<file path="src/hw/rtl/arpc_pkg.sv">
// ----------------------------------------------------------------------------
// arpc_pkg
// Types, codes and constants shared by the ARP neighbor cache modules.
// ----------------------------------------------------------------------------
package arpc_pkg;

  localparam int unsigned ENTRIES   = 64;
  localparam int unsigned IDX_W     = $clog2(ENTRIES);
  localparam int unsigned CNT_W     = $clog2(ENTRIES + 1);

  localparam int unsigned IP_W      = 32;
  localparam int unsigned MAC_W     = 48;
  localparam int unsigned TIME_W    = 32;
  localparam int unsigned STALE_W   = 16;
  localparam int unsigned CMD_W     = 2;
  localparam int unsigned STATUS_W  = 2;
  localparam int unsigned CFG_IDX_W = 2;
  localparam int unsigned CFG_DATA_W = 32;

  localparam logic [IP_W-1:0]    IP_BCAST     = 32'hFFFF_FFFF;
  localparam logic [3:0]         MCAST_NIBBLE = 4'hE;
  localparam logic [23:0]        MCAST_OUI    = 24'h01_00_5E;
  localparam logic [MAC_W-1:0]   MAC_BCAST    = 48'hFFFF_FFFF_FFFF;
  localparam logic [STALE_W-1:0] STALE_RESET  = 16'd600;

  typedef enum logic [CMD_W-1:0] {
    CMD_RESOLVE = 2'd0,
    CMD_LEARN   = 2'd1,
    CMD_EXPIRE  = 2'd2
  } cmd_e;

  typedef enum logic [STATUS_W-1:0] {
    STATUS_OK     = 2'd0,
    STATUS_MISS   = 2'd1,
    STATUS_REJECT = 2'd2
  } status_e;

  typedef enum logic [CFG_IDX_W-1:0] {
    CFG_OWN_IP      = 2'd0,
    CFG_STALE_AFTER = 2'd1
  } cfg_idx_e;

  typedef struct packed {
    logic [IP_W-1:0]   ip;
    logic [MAC_W-1:0]  mac;
    logic [TIME_W-1:0] seen;
  } entry_t;

  // per-slot decision handed from the evaluator to the sequencer
  typedef struct packed {
    logic   hit;
    logic   wr_en;
    entry_t wr_data;
    logic   take_victim;
  } eval_t;

  // t is older than o when (o - t) mod 2^32 lies in 1 .. 2^31-1
  function automatic logic is_older(logic [TIME_W-1:0] t, logic [TIME_W-1:0] o);
    logic [TIME_W-1:0] d;
    d = o - t;
    return (d != '0) && !d[TIME_W-1];
  endfunction

endpackage

</file>
<file path="src/hw/rtl/arpc_slot_eval.sv">
// ----------------------------------------------------------------------------
// arpc_slot_eval
// Decides hit, write-back and victim choice for one table slot during a scan.
// ----------------------------------------------------------------------------
module arpc_slot_eval
  import arpc_pkg::*;
(
  input  logic [CMD_W-1:0]   cmd_i,
  input  logic [IP_W-1:0]    ip_i,
  input  logic [MAC_W-1:0]   mac_i,
  input  logic [TIME_W-1:0]  now_i,
  input  logic [STALE_W-1:0] stale_after_i,
  input  logic [TIME_W-1:0]  oldest_i,
  input  entry_t             entry_i,
  output eval_t              eval_o
);

  logic [IP_W-1:0]   ip_left;
  logic [TIME_W-1:0] age;

  always_comb begin
    eval_o         = '0;
    eval_o.wr_data = entry_i;
    ip_left        = entry_i.ip;
    age            = now_i - entry_i.seen;
    unique case (cmd_i)
      CMD_RESOLVE: begin
        eval_o.hit = (entry_i.ip == ip_i);
      end
      CMD_LEARN: begin
        if (entry_i.ip == ip_i) begin
          eval_o.hit          = 1'b1;
          eval_o.wr_en        = 1'b1;
          eval_o.wr_data.ip   = ip_i;
          eval_o.wr_data.mac  = mac_i;
          eval_o.wr_data.seen = now_i;
        end else begin
          // same MAC under another address: drop the stale mapping
          if (entry_i.mac == mac_i) begin
            ip_left           = '0;
            eval_o.wr_en      = 1'b1;
            eval_o.wr_data.ip = '0;
          end
          eval_o.take_victim = (ip_left == '0) || is_older(entry_i.seen, oldest_i);
        end
      end
      CMD_EXPIRE: begin
        if ((entry_i.ip != '0) && (age > {{(TIME_W-STALE_W){1'b0}}, stale_after_i})) begin
          eval_o.wr_en      = 1'b1;
          eval_o.wr_data.ip = '0;
        end
      end
      default: begin
      end
    endcase
  end

endmodule

</file>
<file path="config.mk">
export PLATFORM = sky130hd
export DESIGN_NAME = arpc_slot_eval
export DESIGN_NICKNAME = d
export VERILOG_FILES = /design/src/hw/rtl/arpc_pkg.sv /design/src/hw/rtl/arpc_slot_eval.sv
export SDC_FILE = /design/constraint.sdc
export NUM_CORES = 1
export LEC_CHECK = 0
export ABC_CLOCK_PERIOD_IN_PS = 7350
export BUFFER_PORTS_ARGS = -buffer_cell sky130_fd_sc_hd__buf_2
export CAP_MARGIN = 10
export CORE_AREA = 2 2 150 152
export DETAILED_ROUTE_END_ITERATION = 6
export DIE_AREA = 0 0 152 154
export SYNTH_ARGS = -nofsm -noshare
export SYNTH_HDL_FRONTEND = slang
export SYNTH_SLANG_ARGS = --single-unit
export TNS_END_PERCENT = 10
</file>
<file path="constraint.sdc">
create_clock -name vclk -period 7.35
set_input_delay 0.735 -clock vclk [all_inputs]
set_output_delay 0.735 -clock vclk [all_outputs]
set_load 0.1 [all_outputs]
</file>
==> parameters.txt, run 1 <==
Parameter                              Value

Global routing
  Met1 demand-to-capacity share in global routing ... 31.6%
  All-Layer GR Usage ... a little under a quarter
  Antenna violations before repair ... 0
  M3 GR Usage ... 2.93%
  Most utilized layer in the global route result ... met2
  Via count of the first global-routing pass ... a little under 9000
  Leftover overflow at the end of global routing ... 0
  Fraction of met2 tracks used by global routing ... roughly 40%
  Largest net degree at the start of global routing ... 56
  First-pass GRT wire length ... around 46 mm

Die
  Die H ... ~150 um
  Effective utilization at floorplan ... approximately a third
  Io pins ... slightly below 400
  Site row count ... between 50 and 60
  Full die area ... around 0.023 mm2
  Horizontal die dimension ... roughly 150 um
  Floorplan Core Area ... around 0.022 mm2

STA
  Final worst path period share ... between 90% and 100%
  Worst rel slew slack ... 49.7%
  Transition time at the pin with the least slew margin ... 0.750 ns
  Total of endpoints with negative setup slack in the final report ... 0
  Top achievable clock speed ... 0.146 GHz
  Final Worst Setup Slack ... approximately 0.48 ns
  Final-report hold violation count ... 0
  Max-slew violation count ... 0
  Sum of negative setup slack ... 0 ns
  RSZ-0062 raised after global routing ... no
  Min Tclk post-route ... ~6.9 ns

Logic synthesis
  Yosys synthesis warning count ... 0
  Net Count, Synth ... between 1000 and 1500
  Syn avg cell area ... a little over 7 um2
  Instance count of the mapped netlist ... roughly 980
  Yosys cell types ... 70
  Total standard cell area after synthesis ... approximately 0.0070 mm2
  Seq/Total Area, Yosys ... 0%

Finish
  Layout Nets ... 1686
  FF/Latch Area ... 0 um2
  Area growth, synth to finish ... 30.3%
  Area of all placed cells without fillers ... ~0.0092 mm2
  Layout clock buffers ... 0
  Final cell count without fillers ... roughly 1600
  Share of cells above drive strength 1 ... a little over a third
  Flip-flop and latch count ... 0
  # diodes ... 0

Setup path
  WP data required ... 6.61 ns
  Critical path class ... input pin to output pin
  Sort of element at the start of the critical path ... input pin
  Highest net fanout along the worst path ... 32
  Element type at the critical path end ... output pin
  Arrival time at the worst endpoint ... around 6 ns

Detailed routing
  Wire per inst ... 18.3 um
  Final wirelength ... slightly below 30 mm
  Antenna Violating Nets Remaining ... 0
  Vias per cell ... between 5 and 6
  Final routed DRC violation total ... 0
  Count of vias placed by the detailed router ... 8987
  Initial DRT Pass Iterations ... 5
  Iteration-0 DRC count of the detailed router ... between 500 and 600

Power
  Leakage power of the design ... 0.00463 uW
  Worst IR drop on VDD ... around 67 uV
  Power density normalized to cell area ... approximately 110 mW/mm2

Placed design
  Pre-CTS setup slack ... slightly above 0.6 ns
  Routability congestion estimate from global placement ... around 0.96
  Number of placed instances with taps included ... roughly 1600
  Placed wire-length estimate ... about 26 mm
  Cell Area, Placed ... just over 0.009 mm2
  IO Port Bufs ... about 390

Clocking
  CTS resizes ... 0
  # Post-CTS Setup Buffers ... 0
  Count of hold buffers inserted by post-cts repair ... 0

Outcome
  Status ... complete, no violations

Min path
  HP Class ... input pin to output pin

Job
  Number of max-capacitance violations reported ... 0
kinds of logic after synthesis:
family          Yosys count  synth area share [%]
fa+ha+maj                83                  15.0
mux                      86                  13.6
xor+xnor                112                  13.9
simple gates            278                  20.8
buf+inv                 122                  6.97
compound gates          303                  29.7
power breakdown:
| part | switching [uW] | leakage [uW] | internal [uW] |
|---|---|---|---|
| combinational | 677 | 0.00463 | 302 |
| sequential | 0 | 0 | 0 |
| clock | 0 | 0 | 0 |
path summary, 6_finish.rpt:
kind	slack (ns)	from	cells after the start	endpoint
max	0.48	now_i[0]	24	eval_o[83]
min	2.01	entry_i[0]	4	eval_o[1]
metal layers:
layer	part of all wire [%]	routed length (um)
met2	47	13800
met1	43	12700
met4	2.2	635
met5	0	0
met3	7.8	2290
area by class of cell:
cell class                      instances  area [um2]
Fill cell                            2324       12500
Timing Repair Buffer                  392        1990
Inverter                               73         274
Tap cell                              280         350
Multi-Input combinational cell        862        6550
cell usage in the layout (no fill, tap or decap), types with 20 or more instances in the layout:
master                    count
sky130_fd_sc_hd__a21o_1      26
sky130_fd_sc_hd__a21oi_1     72
sky130_fd_sc_hd__a22o_1      33
sky130_fd_sc_hd__buf_2      389
sky130_fd_sc_hd__ha_1        81
sky130_fd_sc_hd__inv_1       73
sky130_fd_sc_hd__mux2_2      78
sky130_fd_sc_hd__nand2_1     62
sky130_fd_sc_hd__nand3_1     20
sky130_fd_sc_hd__nand4_1     25
sky130_fd_sc_hd__nor2_1      49
sky130_fd_sc_hd__nor3_1      23
sky130_fd_sc_hd__nor4_1      32
sky130_fd_sc_hd__o21a_1      20
sky130_fd_sc_hd__o21ai_0     52
sky130_fd_sc_hd__xnor2_1     23
sky130_fd_sc_hd__xor2_1      89
critical path: stages:
cell and delay [ns]:
sky130_fd_sc_hd__buf_2 0.07, sky130_fd_sc_hd__inv_1 0.04, sky130_fd_sc_hd__ha_1 0.22, sky130_fd_sc_hd__fa_1 0.42, sky130_fd_sc_hd__nor2b_1 0.18, sky130_fd_sc_hd__o2111ai_1 0.20
sky130_fd_sc_hd__a21oi_1 0.30, sky130_fd_sc_hd__o22ai_1 0.22, sky130_fd_sc_hd__nor2_1 0.14, sky130_fd_sc_hd__nor2_1 0.06, sky130_fd_sc_hd__xnor2_1 0.14, sky130_fd_sc_hd__ha_1 0.31
sky130_fd_sc_hd__nand4_1 0.14, sky130_fd_sc_hd__nor4_1 0.10, sky130_fd_sc_hd__a21boi_0 0.14, sky130_fd_sc_hd__o41a_1 0.43, sky130_fd_sc_hd__a2111oi_0 0.45, sky130_fd_sc_hd__nand4b_1 0.18
sky130_fd_sc_hd__nor4_2 0.32, sky130_fd_sc_hd__nand4_2 0.23, sky130_fd_sc_hd__a21oi_4 0.16, sky130_fd_sc_hd__buf_4 0.32, sky130_fd_sc_hd__a22o_1 0.19, sky130_fd_sc_hd__buf_2 0.43
synthesized netlist by cell type (all sizes together), types with 6 or more instances:
master / n / area (um2)
nor4: 33 / 213
nor2b: 7 / 43.8
o21ai: 52 / 260
and4: 8 / 70.1
o21a: 20 / 150
nand2b: 9 / 56.3
a21o: 26 / 195
xor2: 89 / 780
nand2: 63 / 236
nand3: 20 / 100
o211ai: 15 / 113
o22ai: 7 / 43.8
and2: 8 / 50.1
o2111ai: 9 / 78.8
buf: 6 / 55.1
xnor2: 23 / 201
nor3: 23 / 115
ha: 81 / 1010
a211oi: 10 / 80.1
a22o: 33 / 289
and3: 11 / 68.8
a31oi: 8 / 50.1
mux2: 78 / 878
a21oi: 75 / 402
inv: 73 / 274
a2111oi: 6 / 52.6
mux2i: 8 / 80.1
nand4: 26 / 169
nor2: 50 / 188
clkbuf: 43 / 161
stage by stage:
stage	util, %	total power (uW)	hold slack, ns
floorplan	-	720	1.94
global placement	42.1	963	2.00
detailed placement	42.1	966	2.00
CTS	42.1	971	2.01
global route	42.3	1050	2.06
finish	42.3	979	2.01
(Power assumes the default switching activity.)
==> inputs of run 2 (changes only) <==
--- a/config.mk
+++ b/config.mk
@@ -11,6 +11,7 @@
 export CORE_AREA = 2 2 150 152
 export DETAILED_ROUTE_END_ITERATION = 6
 export DIE_AREA = 0 0 152 154
+export PLACE_DENSITY = 0.61
 export SYNTH_ARGS = -nofsm -noshare
 export SYNTH_HDL_FRONTEND = slang
 export SYNTH_SLANG_ARGS = --single-unit
==> run 2 against run 1 <==
Compared with the run above: via count down 0.77%; core utilization down 0.11 points; flip-flop and latch count unchanged; routed wire length down 2.4%; die area unchanged; clock-buffer cell count unchanged; combinational power about the same; critical path depth unchanged; first-iteration DRC count up 12%; critical endpoint is now eval_o[91]; sequential share of layout area unchanged.
==> parameters.txt, run 2 (synthesized netlist as in run 1, its figures left out) <==
Parameter                              Value

Detailed routing
  Antenna Violating Nets Remaining ... 0 (unchanged)
  Iteration-0 DRC count of the detailed router ... 655 (+12%)
  Final wirelength ... 28.7 mm (-2.4%)
  Wire per inst ... 17.8 um (-2.4%)
  Vias per cell ... 5.55 (-0.71%)
  Initial DRT Pass Iterations ... 5 (unchanged)
  Count of vias placed by the detailed router ... 8918 (-0.77%)
  Final routed DRC violation total ... 0 (unchanged)

Placed design
  Pre-CTS setup slack ... 0.629 ns (+0.0184 ns)
  IO Port Bufs ... 389 (unchanged)
  Placed wire-length estimate ... 24.9 mm (-2.8%)
  Routability congestion estimate from global placement ... 0.960 (-0.24%)

Global routing
  Antenna violations before repair ... 1 (+1)
  Leftover overflow at the end of global routing ... 0 (unchanged)
  First-pass GRT wire length ... 44.5 mm (-2.6%)
  All-Layer GR Usage ... 22.6% (-0.81 points)
  Largest net degree at the start of global routing ... 84 (+50%)
  Via count of the first global-routing pass ... 8709 (+0.76%)

STA
  Minimum hold slack ... 2.01 ns (+0.0000600 ns)
  Final-report hold violation count ... 0 (unchanged)
  Top achievable clock speed ... 0.146 GHz (+0.15%)
  Sum of negative setup slack ... 0 ns (unchanged)
  RSZ-0062 raised after global routing ... no
  Max-slew violation count ... 0 (unchanged)
  Transition time at the pin with the least slew margin ... 1.09 ns (+0.342 ns)
  Worst rel slew slack ... 27.3% (-22 points)
  Total of endpoints with negative setup slack in the final report ... 0 (unchanged)
  Min Tclk post-route ... 6.86 ns (-0.0106 ns)
  Final worst path period share ... 93.4% (-0.14 points)
  Final Worst Setup Slack ... 0.488 ns (+0.0106 ns)

Setup path
  Element type at the critical path end ... output pin
  Highest net fanout along the worst path ... 32 (unchanged)
  Critical path class ... input pin to output pin
  Sort of element at the start of the critical path ... input pin
  Arrival time at the worst endpoint ... 6.13 ns (about the same)
  WP data required ... 6.61 ns (about the same)

Die
  Horizontal die dimension ... 152 um (unchanged)
  Effective utilization at floorplan ... 32.4% (unchanged)
  Full die area ... 0.0234 mm2 (unchanged)
  Site row count ... 54 (unchanged)
  Floorplan Core Area ... 0.0217 mm2 (unchanged)
  Die H ... 154 um (unchanged)
  Io pins ... 389 (unchanged)

Finish
  Leading cell types in the layout, fill and taps excluded ... sky130_fd_sc_hd__buf_2, sky130_fd_sc_hd__xor2_1, sky130_fd_sc_hd__ha_1, sky130_fd_sc_hd__mux2_2, sky130_fd_sc_hd__inv_1
  FF/Latch Area ... 0 um2 (unchanged)
  Flip-flop and latch count ... 0 (unchanged)
  Final core area utilization ... 42.2% (-0.11 points)
  Area growth, synth to finish ... 30.0%
  Layout clock buffers ... 0 (unchanged)
  # diodes ... 0 (unchanged)
  Share of cells above drive strength 1 ... 36.5% (-0.048 points)
  Commonest non-fill, non-tap cell in the layout ... sky130_fd_sc_hd__buf_2
  Layout Nets ... 1685 (-0.059%)

Outcome
  Status ... complete, no violations

Clocking
  CTS resizes ... 0 (unchanged)
  Count of hold buffers inserted by post-cts repair ... 0 (unchanged)
  # Post-CTS Setup Buffers ... 0 (unchanged)

Job
  Number of max-capacitance violations reported ... 0 (unchanged)

Power
  Worst IR drop on VDD ... 83.7 uV (+25%)
  Leakage power of the design ... 0.00462 uW (-0.20%)
  Power density normalized to cell area ... 107 mW/mm2 (+0.16%)

Min path
  HP Class ... input pin to output pin
==> run 2: cell count changes in the layout (fill, tap and decap cells not counted) <==
cell / change
sky130_fd_sc_hd__buf_16: -1
sky130_fd_sc_hd__buf_4: -1
sky130_fd_sc_hd__buf_6: +1
==> run 2: per-stage QoR <==
step	cell area [um2]	instances	power (uW)
5_1_grt	9140	1606	1050
4_1_cts	9130	1605	969
3_5_place_dp	9130	1605	964
3_3_place_gp	9130	1605	960
6_report	9140	1606	978
2_1_floorplan	7030	984	720
==> run 2: final cells by class <==
cell class | instances | area (um2)
repair buffers | 391 | 1970
inverters | 73 | 274
well taps | 280 | 350
fillers | 2308 | 12500
multi-input cells | 862 | 6550
==> run 2: path summary, 6_finish.rpt <==
path        from          to  slack (ns)  depth (start not counted)
max     now_i[0]  eval_o[91]        0.49                         24
min   entry_i[0]   eval_o[1]        2.01                          4
==> run 2: critical path, cell delays in order <==
cell	delay, ns
sky130_fd_sc_hd__buf_2	0.07
sky130_fd_sc_hd__inv_1	0.04
sky130_fd_sc_hd__ha_1	0.22
sky130_fd_sc_hd__fa_1	0.41
sky130_fd_sc_hd__nor2b_1	0.18
sky130_fd_sc_hd__o2111ai_1	0.17
sky130_fd_sc_hd__a21oi_1	0.28
sky130_fd_sc_hd__o22ai_1	0.22
sky130_fd_sc_hd__nor2_1	0.14
sky130_fd_sc_hd__nor2_1	0.06
sky130_fd_sc_hd__xnor2_1	0.14
sky130_fd_sc_hd__ha_1	0.32
sky130_fd_sc_hd__nand4_1	0.14
sky130_fd_sc_hd__nor4_1	0.09
sky130_fd_sc_hd__a21boi_0	0.13
sky130_fd_sc_hd__o41a_1	0.45
sky130_fd_sc_hd__a2111oi_0	0.42
sky130_fd_sc_hd__nand4b_1	0.18
sky130_fd_sc_hd__nor4_2	0.33
sky130_fd_sc_hd__nand4_2	0.24
sky130_fd_sc_hd__a21oi_4	0.16
sky130_fd_sc_hd__buf_4	0.34
sky130_fd_sc_hd__a22o_1	0.21
sky130_fd_sc_hd__buf_2	0.43
==> run 2: where the power goes <==
| group | leakage [uW] | switching [uW] | internal, uW | total (uW) |
|---|---|---|---|---|
| clock network | 0 | 0 | 0 | 0 |
| registers | 0 | 0 | 0 | 0 |
| logic | 0.00462 | 676 | 302 | 978 |
==> run 2: per-layer routing <==
layer / up-vias / part of all wire (%) / GRT usage, %
li1: 4385 / - / -
met1: 4099 / 44 / 30.3
met2: 400 / 47 / 38.7
met3: 34 / 7.9 / 3.83
met4: 0 / 1.5 / 3.60
met5: - / 0 / 0
